**src/hw/rtl/hfr_pkg.sv**
```systemverilog
// ---------------------------------------------------------------------------
// hfr_pkg: shared types and constants of the hex frame receiver
// Word formats, configuration register indexes, frame positions and the
// ASCII hex digit decoder.
// ---------------------------------------------------------------------------
package hfr_pkg;

  // Configuration register indexes.
  localparam int unsigned CFG_INDEX_W = 2;
  localparam logic [CFG_INDEX_W-1:0] CFG_OWN_ADDRESS = 2'd0;
  localparam logic [CFG_INDEX_W-1:0] CFG_START_BYTE  = 2'd1;
  localparam logic [CFG_INDEX_W-1:0] CFG_END_BYTE    = 2'd2;

  // Configuration reset values.
  localparam logic [7:0] OWN_ADDRESS_RST = 8'h00;
  localparam logic [7:0] START_BYTE_RST  = 8'h01;
  localparam logic [7:0] END_BYTE_RST    = 8'h02;

  // Special byte values.
  localparam logic [7:0] BROADCAST_ADDR = 8'h2A;
  localparam logic [7:0] IDLE_LOW_BYTE  = 8'h00;
  localparam logic [7:0] IDLE_HIGH_BYTE = 8'hFF;

  // Input word command codes.
  localparam logic CMD_BYTE  = 1'b0;
  localparam logic CMD_CLEAR = 1'b1;

  // Position inside a frame.
  typedef enum logic [2:0] {
    POS_HUNT   = 3'd0,
    POS_ADDR   = 3'd1,
    POS_FUNC   = 3'd2,
    POS_CMD_HI = 3'd3,
    POS_CMD_LO = 3'd4,
    POS_SUM_HI = 3'd5,
    POS_SUM_LO = 3'd6,
    POS_END    = 3'd7
  } pos_t;

  typedef struct packed {
    logic       cmd;
    logic [7:0] rx_byte;
  } in_word_t;

  typedef struct packed {
    logic        accepted;
    logic        is_broadcast;
    logic [7:0]  frame_address;
    logic [7:0]  function_code;
    logic [7:0]  command_value;
    logic        checksum_error;
    logic        framing_error;
    logic [31:0] checksum_error_count;
    logic [31:0] framing_error_count;
  } out_word_t;

  typedef struct packed {
    logic [7:0] own_address;
    logic [7:0] start_byte;
    logic [7:0] end_byte;
  } cfg_t;

  // Value of an upper-case ASCII hex digit; anything else decodes as zero.
  function automatic logic [3:0] hex_digit_value(input logic [7:0] ch);
    logic [3:0] val;
    val = 4'd0;
    if (ch >= 8'h30 && ch <= 8'h39) begin
      val = ch[3:0];
    end else if (ch >= 8'h41 && ch <= 8'h46) begin
      val = 4'(ch - 8'h41 + 8'd10);
    end
    return val;
  endfunction

endpackage

```
**src/hw/rtl/hfr_if.sv**
```systemverilog
// ---------------------------------------------------------------------------
// hfr_if: valid/ready channels of the hex frame receiver
// One interface for the input word channel and one for the result channel.
// ---------------------------------------------------------------------------
interface hfr_in_if;
  import hfr_pkg::*;
  logic     valid;
  logic     ready;
  in_word_t data;
  modport source (output valid, output data, input ready);
  modport sink (input valid, input data, output ready);
endinterface

interface hfr_out_if;
  import hfr_pkg::*;
  logic      valid;
  logic      ready;
  out_word_t data;
  modport source (output valid, output data, input ready);
  modport sink (input valid, input data, output ready);
endinterface

```
**src/hw/rtl/hfr_in_reg.sv**
```systemverilog
// ---------------------------------------------------------------------------
// hfr_in_reg: input word register
// Captures one input word and holds it until the parser takes it. A new
// word is accepted in the same cycle the held one is taken.
// ---------------------------------------------------------------------------
module hfr_in_reg (
  input  logic             clk,
  input  logic             rst,
  hfr_in_if.sink           byte_in,
  input  logic             take,
  output logic             held_valid,
  output hfr_pkg::in_word_t held_word
);
  import hfr_pkg::*;

  // Ready when empty or when the held word leaves this cycle.
  assign byte_in.ready = !held_valid || take;

  // Valid flag of the held word.
  always_ff @(posedge clk) begin
    if (rst) begin
      held_valid <= 1'b0;
    end else if (byte_in.valid && byte_in.ready) begin
      held_valid <= 1'b1;
    end else if (take) begin
      held_valid <= 1'b0;
    end
  end

  // Payload capture.
  always_ff @(posedge clk) begin
    if (byte_in.valid && byte_in.ready) begin
      held_word <= byte_in.data;
    end
  end

endmodule

```
**src/hw/rtl/hfr_parser.sv**
```systemverilog
// ---------------------------------------------------------------------------
// hfr_parser: frame parser and error counters
// Advances the frame position for each word taken, collects the frame
// fields and the running checksum, and forms the result at the end byte.
// ---------------------------------------------------------------------------
module hfr_parser (
  input  logic              clk,
  input  logic              rst,
  input  logic              take,
  input  hfr_pkg::in_word_t word,
  input  hfr_pkg::cfg_t     cfg,
  output logic              res_valid,
  output hfr_pkg::out_word_t res
);
  import hfr_pkg::*;

  pos_t        byte_position;
  pos_t        byte_position_next;
  logic [7:0]  held_address;
  logic [7:0]  held_address_next;
  logic [7:0]  held_function;
  logic [7:0]  held_function_next;
  logic [7:0]  held_command;
  logic [7:0]  held_command_next;
  logic [7:0]  received_sum;
  logic [7:0]  received_sum_next;
  logic [7:0]  computed_sum;
  logic [7:0]  computed_sum_next;
  logic [31:0] sum_error_total;
  logic [31:0] sum_error_total_next;
  logic [31:0] frame_error_total;
  logic [31:0] frame_error_total_next;

  logic [7:0]  b;
  logic        is_start;
  logic        byte_live;
  pos_t        eff_pos;
  logic [3:0]  digit;
  logic        cs_bad;
  logic        fr_bad;
  logic        addr_ok;

  // Byte qualification: idle fill bytes are dropped, hunting needs a start.
  assign b         = word.rx_byte;
  assign is_start  = (b == cfg.start_byte);
  assign byte_live = take && (word.cmd == CMD_BYTE) &&
                     (b != IDLE_LOW_BYTE) && (b != IDLE_HIGH_BYTE) &&
                     ((byte_position != POS_HUNT) || is_start);
  assign eff_pos   = is_start ? POS_HUNT : byte_position;
  assign digit     = hex_digit_value(b);

  // Frame checks at the end byte.
  assign cs_bad  = (received_sum != computed_sum);
  assign fr_bad  = (b != cfg.end_byte);
  assign addr_ok = (held_address == cfg.own_address) || (held_address == BROADCAST_ADDR);

  // Next frame position.
  always_comb begin
    byte_position_next = byte_position;
    if (byte_live) begin
      unique case (eff_pos)
        POS_HUNT:   byte_position_next = POS_ADDR;
        POS_ADDR:   byte_position_next = POS_FUNC;
        POS_FUNC:   byte_position_next = POS_CMD_HI;
        POS_CMD_HI: byte_position_next = POS_CMD_LO;
        POS_CMD_LO: byte_position_next = POS_SUM_HI;
        POS_SUM_HI: byte_position_next = POS_SUM_LO;
        POS_SUM_LO: byte_position_next = POS_END;
        POS_END:    byte_position_next = POS_HUNT;
        default:    byte_position_next = POS_HUNT;
      endcase
    end
  end

  // Field capture, checksum, counters and result.
  always_comb begin
    held_address_next      = held_address;
    held_function_next     = held_function;
    held_command_next      = held_command;
    received_sum_next      = received_sum;
    computed_sum_next      = computed_sum;
    sum_error_total_next   = sum_error_total;
    frame_error_total_next = frame_error_total;
    res_valid              = 1'b0;

    if (take && (word.cmd == CMD_CLEAR)) begin
      sum_error_total_next   = '0;
      frame_error_total_next = '0;
    end else if (byte_live) begin
      unique case (eff_pos)
        POS_HUNT: begin
          computed_sum_next = '0;
        end
        POS_ADDR: begin
          held_address_next = b;
          computed_sum_next = computed_sum + b;
        end
        POS_FUNC: begin
          held_function_next = b;
          computed_sum_next  = computed_sum + b;
        end
        POS_CMD_HI: begin
          held_command_next = {digit, 4'd0};
          computed_sum_next = computed_sum + b;
        end
        POS_CMD_LO: begin
          held_command_next = {held_command[7:4], digit};
          computed_sum_next = computed_sum + b;
        end
        POS_SUM_HI: begin
          received_sum_next = {digit, 4'd0};
        end
        POS_SUM_LO: begin
          received_sum_next = {received_sum[7:4], digit};
        end
        default: begin
          res_valid = 1'b1;
          if (cs_bad) begin
            sum_error_total_next = sum_error_total + 32'd1;
          end
          if (fr_bad) begin
            frame_error_total_next = frame_error_total + 32'd1;
          end
        end
      endcase
    end

    res.accepted             = !cs_bad && !fr_bad && addr_ok;
    res.is_broadcast         = (held_address == BROADCAST_ADDR);
    res.frame_address        = held_address;
    res.function_code        = held_function;
    res.command_value        = held_command;
    res.checksum_error       = cs_bad;
    res.framing_error        = fr_bad;
    res.checksum_error_count = sum_error_total_next;
    res.framing_error_count  = frame_error_total_next;
  end

  // Control state and counters.
  always_ff @(posedge clk) begin
    if (rst) begin
      byte_position     <= POS_HUNT;
      sum_error_total   <= '0;
      frame_error_total <= '0;
    end else begin
      byte_position     <= byte_position_next;
      sum_error_total   <= sum_error_total_next;
      frame_error_total <= frame_error_total_next;
    end
  end

  // Frame fields.
  always_ff @(posedge clk) begin
    held_address  <= held_address_next;
    held_function <= held_function_next;
    held_command  <= held_command_next;
    received_sum  <= received_sum_next;
    computed_sum  <= computed_sum_next;
  end

endmodule

```
**src/hw/rtl/hex_frame_receiver.sv**
```systemverilog
// ---------------------------------------------------------------------------
// hex_frame_receiver: byte-serial hex frame receiver
// Parses start/address/function/hex command/hex checksum/end frames and
// keeps wrapping checksum and framing error counters.
// ---------------------------------------------------------------------------
// Usage:
//   byte_in carries one word per handshake: cmd 0 with a received byte, or
//   cmd 1 to clear both error counters. result_out carries one word per
//   completed frame, at the end-byte position; other words give no result.
//   The configuration port (cfg_we, cfg_index, cfg_wdata) sets the node
//   address and the start and end markers; write it only while idle.
//   A word is registered in the input register on acceptance and parsed
//   when the parser takes it, which loads its result into result_out.
//   Throughput: one word per cycle while result_out is not stalled.
//   When result_out stalls, the held result waits and the input register
//   keeps one word; byte_in then deasserts ready until the result is taken.
//   Reset clears the frame position, both counters and all valid flags,
//   and loads the default markers and address.
// ---------------------------------------------------------------------------
module hex_frame_receiver (
  input  logic                           clk,
  input  logic                           rst,
  hfr_in_if.sink                         byte_in,
  hfr_out_if.source                      result_out,
  input  logic                           cfg_we,
  input  logic [hfr_pkg::CFG_INDEX_W-1:0] cfg_index,
  input  logic [7:0]                     cfg_wdata
);
  import hfr_pkg::*;

  cfg_t      cfg;
  logic      held_valid;
  in_word_t  held_word;
  logic      take;
  logic      res_valid;
  out_word_t res;

  // Configuration registers.
  always_ff @(posedge clk) begin
    if (rst) begin
      cfg.own_address <= OWN_ADDRESS_RST;
      cfg.start_byte  <= START_BYTE_RST;
      cfg.end_byte    <= END_BYTE_RST;
    end else if (cfg_we) begin
      if (cfg_index == CFG_OWN_ADDRESS) begin
        cfg.own_address <= cfg_wdata;
      end else if (cfg_index == CFG_START_BYTE) begin
        cfg.start_byte <= cfg_wdata;
      end else if (cfg_index == CFG_END_BYTE) begin
        cfg.end_byte <= cfg_wdata;
      end
    end
  end

  // Input word register.
  hfr_in_reg u_in_reg (
    .clk        (clk),
    .rst        (rst),
    .byte_in    (byte_in),
    .take       (take),
    .held_valid (held_valid),
    .held_word  (held_word)
  );

  // The parser takes a word when the result register has room for its result.
  assign take = held_valid && (!result_out.valid || result_out.ready);

  hfr_parser u_parser (
    .clk       (clk),
    .rst       (rst),
    .take      (take),
    .word      (held_word),
    .cfg       (cfg),
    .res_valid (res_valid),
    .res       (res)
  );

  // Result register.
  always_ff @(posedge clk) begin
    if (rst) begin
      result_out.valid <= 1'b0;
    end else if (take) begin
      result_out.valid <= res_valid;
    end else if (result_out.ready) begin
      result_out.valid <= 1'b0;
    end
  end

  always_ff @(posedge clk) begin
    if (take && res_valid) begin
      result_out.data <= res;
    end
  end

  // A frame is never accepted with an error flag set.
  a_accept_clean: assert property (@(posedge clk) disable iff (rst)
    result_out.valid |-> !(result_out.data.accepted &&
      (result_out.data.checksum_error || result_out.data.framing_error)))
    else $error("accepted result carries an error flag");

  // A result formed by the parser shows up on the output next cycle.
  a_result_lands: assert property (@(posedge clk) disable iff (rst)
    take && res_valid |=> result_out.valid)
    else $error("parser result was lost");

  // Input backpressure only while a word is held behind a stalled result.
  a_stall_cause: assert property (@(posedge clk) disable iff (rst)
    !byte_in.ready |-> held_valid && result_out.valid && !result_out.ready)
    else $error("input stalled without a blocked result");

endmodule
```
**src/flat_wrapper.sv**
```systemverilog
// flat-port wrapper written by rule: the top's interface ports become plain ports
module hex_frame_receiver_flat import hfr_pkg::*;
  (clk, rst, cfg_we, cfg_index, cfg_wdata, byte_in_valid, byte_in_data, byte_in_ready, result_out_valid, result_out_data, result_out_ready);
  hfr_in_if byte_in_i ();
  hfr_out_if result_out_i ();
  input  logic clk;
  input  logic rst;
  input  logic cfg_we;
  input  logic [hfr_pkg::CFG_INDEX_W-1:0] cfg_index;
  input  logic [7:0] cfg_wdata;
  input wire logic [$bits(byte_in_i.valid)-1:0] byte_in_valid;
  input wire logic [$bits(byte_in_i.data)-1:0] byte_in_data;
  output wire logic [$bits(byte_in_i.ready)-1:0] byte_in_ready;
  output wire logic [$bits(result_out_i.valid)-1:0] result_out_valid;
  output wire logic [$bits(result_out_i.data)-1:0] result_out_data;
  input wire logic [$bits(result_out_i.ready)-1:0] result_out_ready;
  assign byte_in_i.valid = byte_in_valid;
  assign byte_in_i.data = byte_in_data;
  assign byte_in_ready = byte_in_i.ready;
  assign result_out_valid = result_out_i.valid;
  assign result_out_data = result_out_i.data;
  assign result_out_i.ready = result_out_ready;
  hex_frame_receiver u_core (.clk(clk), .rst(rst), .byte_in(byte_in_i), .result_out(result_out_i), .cfg_we(cfg_we), .cfg_index(cfg_index), .cfg_wdata(cfg_wdata));
endmodule
```
**config.mk**
```make
export PLATFORM = sky130hd
export DESIGN_NAME = hex_frame_receiver_flat
export DESIGN_NICKNAME = d
export VERILOG_FILES = /design/src/hw/rtl/hfr_pkg.sv /design/src/hw/rtl/hfr_if.sv /design/src/hw/rtl/hfr_in_reg.sv /design/src/hw/rtl/hfr_parser.sv /design/src/hw/rtl/hex_frame_receiver.sv /design/src/flat_wrapper.sv
export SDC_FILE = /design/constraint.sdc
export NUM_CORES = 1
export LEC_CHECK = 0
export ABC_CLOCK_PERIOD_IN_PS = 19600
export BUFFER_PORTS_ARGS = -buffer_cell sky130_fd_sc_hd__clkbuf_2
export CAP_MARGIN = 20
export CORE_UTILIZATION = 50
export DETAILED_ROUTE_END_ITERATION = 6
export HOLD_SLACK_MARGIN = 0.15
export PLACE_DENSITY = 0.67
export SETUP_SLACK_MARGIN = 0.4
export SLEW_MARGIN = 0
export SYNTH_ARGS = -nofsm -noshare
export SYNTH_HDL_FRONTEND = slang
export SYNTH_HIERARCHICAL = 1
export SYNTH_SLANG_ARGS = --single-unit
```
**constraint.sdc**
```tcl
create_clock -name clk -period 19.6 [get_ports clk]
set_input_delay 1.96 -clock clk [delete_from_list [all_inputs] [get_ports clk]]
set_output_delay 1.96 -clock clk [all_outputs]
set_load 0.01 [all_outputs]
```
# --- Word-level counts from Yosys, hierarchy flattened ---
# Memories as Yosys holds them, arrays and structs flattened. A register that Yosys moved wholly into a read port is not among the register bits.
# Cells that the tools add are included.
classes:
  magnitude_cmp: 4
  eq_ne: 14
  n_addsub: 5
  bitwise: 6
  n_reduce_logical: 41
  muxes: 21
ops:
  columns: ["op", "count"]
  rows:
  - ["two-way mux 32 bit", 8]
  - ["adder 32 x 1 -> 32 bit, second input constant", 2]
  - ["one-hot mux 8 bit (2 select lines)", 3]
  - ["AND reduction 3 bit", 6]
  - ["equality test 8 bit", 2]
  - ["!= test 8 bit", 2]
  - ["logical AND 1 bit", 12]
  - ["AND reduction 4 bit", 3]
  - ["nonzero test 2 bit", 5]
  - ["equality test 3 bit, second input constant", 3]
  - ["adder 8 bit", 1]
  - ["equality test 8 x 6 -> 1 bit, second input constant", 1]
  - [">= comparator 8 x 6 -> 1 bit, second input constant", 1]
  - [">= comparator 8 x 7 -> 1 bit, second input constant", 1]
  - ["<= comparator 8 x 6 -> 1 bit, second input constant", 1]
  - ["<= comparator 8 x 7 -> 1 bit, second input constant", 1]
  - ["two-way mux 4 bit", 2]
  - ["!= test 8 bit, second input constant", 1]
  - ["nonzero test 8 bit", 1]
  - ["two-way mux 1 bit", 7]
  - ["OR reduction 7 bit", 1]
  - ["equality test 3 x 2 -> 1 bit, second input constant", 2]
  - ["inverter 1 bit", 6]
  - ["adder 4 bit, second input constant", 1]
  - ["12 further kinds", 18]
word_totals:
  ff_bits: 231
  wordCells: 117
  out_inout_bits: 94
  input_bits: 24
  memories: 1
  rom_bits: 24
mem_list:
  columns: ["memory", "words", "word_bits", "read_ports", "rd_ports_with_merged_regs", "write_ports", "line_no", "source"]
  rows:
  - ["(name not given)", 8, 3, 1, 1, 0, "hfr_parser.sv:61", "unique case (eff_pos)"]

# --- Depth between registers and ports, before layout ---
logic_depth:
  word_depth: 10
  depth_mapped: 18

# --- By module ---
# The synthesis kept the hierarchy.
modules_own_cells:
  columns: ["module", "n_inst", "area_each_um2", "seq_area_each_um2", "cells_each"]
  rows:
  - ["hfr_parser", 1, 6996.7, 2542.4, 802]
  - ["hex_frame_receiver", 1, 3808.7, 3263.1, 191]
  - ["hfr_in_reg", 1, 325.3, 290.3, 14]

# --- Worst setup path after synthesis ---
# Ideal clock, no wire load.
synth_path:
  path_kind: "input-to-reg"
  from: "input port result_out_ready"
  to: "register, netlist name u_core/result_out.data[0]"
  setup_ns: 0.555
  slack_ns: 11.653
  stages: 11
  path_buffers: 2
  required_ns: 19.045
  arrival_time_ns: 7.392
  path_cell_list: "nand2b_1 and2_1 nor2b_1 o31ai_2 nor3_2 o211ai_4 buf_6 buf_2 inv_1 nand2_1 nor2b_1"
synth_via:
  elab_chain_len: 9
  word_cells_on_any_way: 10
synth_rtl:
  columns: ["item", "line_no", "source"]
  rows:
  - ["start: declaration", "flat_wrapper.sv:16", "input wire logic [$bits(result_out_i.ready)-1:0] result_out_ready;"]
  - ["logical OR 1 bit *", "hex_frame_receiver.sv:66", "assign take = held_valid && (!result_out.valid || result_out.ready);"]
  - ["logical AND 1 bit *", "hex_frame_receiver.sv:66", null]
  - ["via u_core.take", "hex_frame_receiver.sv:34", "logic take;"]
  - ["logical AND 1 bit (2 in series)", "hfr_parser.sv:46", "assign byte_live = take && (word.cmd == CMD_BYTE) &&"]
  - ["logical AND 1 bit (2 in series)", "hfr_parser.sv:47", "(b != IDLE_LOW_BYTE) && (b != IDLE_HIGH_BYTE) &&"]
  - ["two-way mux 1 bit", "hfr_parser.sv:89", "end else if (byte_live) begin"]
  - ["two-way mux 1 bit *", "hfr_parser.sv:86", "if (take && (word.cmd == CMD_CLEAR)) begin"]
  - ["via u_core.res_valid", "hex_frame_receiver.sv:35", "logic res_valid;"]
  - ["logical AND 1 bit *", "hex_frame_receiver.sv:90", "if (take && res_valid) begin"]
# The timed path passes the listed nets; every way through them passes the cells marked *.
# A chain may end at the register's enable or synchronous reset.

# --- Final worst setup path ---
layout_path:
  from: "register, netlist name u_core/u_in_reg/held_word[0]"
  to: "register, netlist name u_core/result_out.data[85]"
layout_via:
  elab_chain_len: 8
  word_cells_on_any_way: 20
layout_rtl:
  columns: ["item", "line_no", "source"]
  rows:
  - ["equality test 8 bit", "hfr_parser.sv:45", "assign is_start = (b == cfg.start_byte);"]
  - ["two-way mux 3 bit", "hfr_parser.sv:49", "assign eff_pos = is_start ? POS_HUNT : byte_position;"]
  - ["equality test 3 bit, or another cell as far along", "hfr_parser.sv:90", "unique case (eff_pos)"]
  - ["OR reduction 7 bit (no line)", null, null]
  - ["two-way mux 1 bit", "hfr_parser.sv:90", null]
  - ["two-way mux 1 bit *", "hfr_parser.sv:89", null]
  - ["two-way mux 1 bit *", "hfr_parser.sv:86", null]
  - ["via u_core.res_valid", "hex_frame_receiver.sv:35", null]
  - ["logical AND 1 bit *", "hex_frame_receiver.sv:90", null]
# Marks and branches as above.

==> flow_summary.json <==
{
  "fin_nets": 1156,
  "yosys_warnings": 6,
  "finalCritPeriodShare_pct": 26.1,
  "setup_viol": 0,
  "grt_start_max_net_pins": 66,
  "layout_commonest_cell": "edfxtp_1",
  "route.vias.total": 7964,
  "ys.flop_type": "edfxtp_1",
  "die-area_um2": 22900,
  "drv_slew": 0,
  "grt_pass1_wl_um": 37400,
  "clockRootBuffer": "clkbuf_16",
  "cts_resized": 0,
  "drc_errors": 0,
  "clk_latency_ns": 0.52,
  "whs_path_depth": 0,
  "ys_ff_latch": 234,
  "grt_pass1_vias": 7267,
  "layout_common_cells": "edfxtp_1, nand2_1, clkbuf_2",
  "cts_buffer_depth": 3,
  "slew_headroom_pct": 33.4,
  "timing.rr.end": "u_core/result_out.data[85]$_DFFE_PP_",
  "avgViaCountPerCell": 5.64,
  "worstPathRequired_ns": 19.74,
  "cts_buffers": 25,
  "initial_utilization_pct": 51.0,
  "r2r_slack_ns": 14.48,
  "synth_cell_types": 69,
  "hold_buffers": 0,
  "seq_area_frac_synth_pct": 54.8,
  "die_w_um": 151,
  "layout_setup_ws_ns": 14.48,
  "cts_setup_buffers": 0,
  "nFillCells": 1878,
  "synthesis.instances": 1007,
  "ant_nets": 0,
  "top_level_ports": 118,
  "start_kind": "flop",
  "rsz0062_at_grt": "false",
  "path_class": "reg2reg",
  "cts_sinks": 234,
  "drive_above_1_share_pct": 18.4,
  "syn_area_per_cell_um2": 11.1,
  "insertedDiodeCount": 0,
  "syn-cell-area_um2": 11100,
  "reg2reg_from": "u_core/u_in_reg/held_word[0]$_DFFE_PP_",
  "status": "finished clean",
  "rows": 54,
  "worstHoldStart": "u_core/u_parser/held_command[7]$_DFFE_PP_",
  "drtIter0Drc": 455,
  "end_kind": "flop",
  "wire_per_inst_um": 16.7,
  "clk_pin_slew_ns": 0.06,
  "r2r_cells": 14,
  "min_to": "u_core/result_out.data[73]$_DFFE_PP_",
  "antenna_found_initial": 0,
  "worstMarginPinSlew_ns": 0.997,
  "drt_pass1_iterations": 5,
  "tns_ns": 0,
  "clock.fmax_mhz": 195,
  "wirelength_um": 23600,
  "async_flop_share_pct": 0,
  "cp_max_fo": 64,
  "powerDensity_nw_per_um2": 80.9,
  "vdd_drop_max_mv": 0.0673,
  "fin_skew_ns": 0.0188,
  "grt_usage_pct": 21.0,
  "port_buffers": 117,
  "min_path_type": "reg2reg",
  "dp_hpwl_um": 15900,
  "areaGrowthSynthToFinish_pct": 14.1,
  "cap_violations": 0,
  "cts-htree-levels": 1,
  "hold_viol": 0,
  "synth_fp_nets": 1049,
  "crit_arrival_ns": 5.25,
  "cts_tree": "built",
  "core-area_um2": 21800,
  "synth-edff-count": 141,
  "gp_congestion": 0.903,
  "die_y_um": 151,
  "p_leak_nw": 4.58,
  "grt_overflow": 0,
  "post-place-ws_ns": 14.04,
  "fin_crit_ns": 5.12
}
flip-flops by register name, indices dropped and copies added (netlist names):
name                               cells
u_core/u_parser/computed_sum           8
u_core/u_parser/held_address           8
u_core/u_in_reg/held_word              9
u_core/u_parser/sum_error_total       32
u_core/result_out.data                92
u_core/cfg                            24
u_core/u_parser/held_function          8
u_core/u_parser/frame_error_total     32
u_core/u_parser/byte_position          3
u_core/result_out.valid                1
u_core/u_parser/received_sum           8
u_core/u_parser/held_command           8
u_core/u_in_reg/held_valid             1
how the worst max path moves through the flow:
| stage | slack (ns) | startpoint | endpoint |
|---|---|---|---|
| floorplan | 11.65 | result_out_ready | u_core/result_out.data[0]$_DFFE_PP_ |
| global placement | 14.17 | result_out_ready | u_core/result_out.data[58]$_DFFE_PP_ |
| detailed placement | 14.04 | result_out_ready | u_core/result_out.data[47]$_DFFE_PP_ |
| CTS | 14.47 | u_core/u_in_reg/held_word[2]$_DFFE_PP_ | u_core/result_out.data[85]$_DFFE_PP_ |
| global route | 14.04 | u_core/u_in_reg/held_word[2]$_DFFE_PP_ | u_core/result_out.data[82]$_DFFE_PP_ |
| finish | 14.48 | u_core/u_in_reg/held_word[0]$_DFFE_PP_ | u_core/result_out.data[85]$_DFFE_PP_ |
critical path: stages, from the launching register on:
cell and delay [ns]:
edfxtp_1 0.60, xnor2_2 0.28, nand4_4 0.18, or2_2 0.44, nand2_1 0.15, inv_1 0.09
ha_1 0.25, o21ai_0 0.25, nand2_1 0.14, o21ai_4 0.22, o211ai_4 0.30, inv_1 0.13
nand2_1 0.11, nor2b_4 0.74, buf_4 0.75
cells in the mapped netlist (3+ instances only):
cell type | number | area [um2]
nand2_1 | 119 | 447
nand4_1 | 12 | 75.1
nor3_2 | 3 | 30.0
o31ai_1 | 9 | 67.6
and3_1 | 8 | 50.1
a21oi_1 | 55 | 275
dfxtp_1 | 93 | 1860
o211ai_1 | 38 | 285
a211oi_1 | 3 | 22.5
nor3_1 | 13 | 65.1
nor2b_1 | 4 | 25.0
xnor2_2 | 5 | 81.3
o21ai_1 | 14 | 70.1
and4_1 | 6 | 52.6
buf_6 | 6 | 67.6
or2_2 | 5 | 31.3
mux2i_1 | 62 | 621
buf_4 | 5 | 37.5
xnor2_1 | 7 | 61.3
clkbuf_1 | 26 | 97.6
nor4_2 | 6 | 75.1
or3_1 | 40 | 250
nand2b_1 | 51 | 319
o2111ai_2 | 3 | 45.0
xor2_1 | 28 | 245
o2111ai_1 | 3 | 26.3
or4_1 | 41 | 308
a31oi_1 | 3 | 18.8
and2_1 | 5 | 31.3
buf_2 | 9 | 45.0
edfxtp_1 | 141 | 4230
nor4_1 | 10 | 62.6
ha_1 | 17 | 213
o21ai_0 | 10 | 50.1
nand3_1 | 23 | 115
nor2_1 | 59 | 221
inv_1 | 26 | 97.6
report_power, final:
group | total [mW] | switching, mW | internal, mW
Sequential | 0.527 | 0.00566 | 0.521
Clock | 0.460 | 0.188 | 0.272
Combinational | 0.0416 | 0.0261 | 0.0155
cell type report:
type                    count  area (um2)  area share (%)
flip-flops and latches    234        6100            48.0
multi-input cells         701        4710            37.0
clock buffers              33         686            5.40
repair buffers            126         647            5.09
well taps                 280         350            2.76
clock inverters            13         123           0.965
inverters                  26        97.6           0.768
metrics by stage:
stage	cell area, um2	total power [mW]	utilization [%]	hold slack [ns]	std cells
after floorplan	11100	0.567	-	0.400	1007
after global placement	11900	0.578	54.4	0.403	1364
after detailed placement	11900	0.578	54.4	0.405	1364
after CTS	12700	1.04	58.1	0.400	1410
after global routing	12700	1.06	58.2	0.414	1413
final	12700	1.03	58.2	0.411	1413
cells by family after synthesis:
group,after synthesis,share of synthesized area (%)
compound gates,157,9.69
xor+xnor,40,3.48
fa+ha+maj,18,2.09
buf+inv,72,3.10
flops,234,54.8
mux,63,5.68
simple gates,423,21.2
per-layer routing:
layer	routed length, um	vias to the layer above	part of all wire (%)	GRT usage (%)
li1	-	3940	-	-
met1	10700	3763	45	28.6
met2	11200	218	47	34.1
met3	1150	43	4.9	3.49
met4	616	0	2.6	6.30
met5	0	-	0	0
Note: power is estimated with default switching activity, not from simulation.
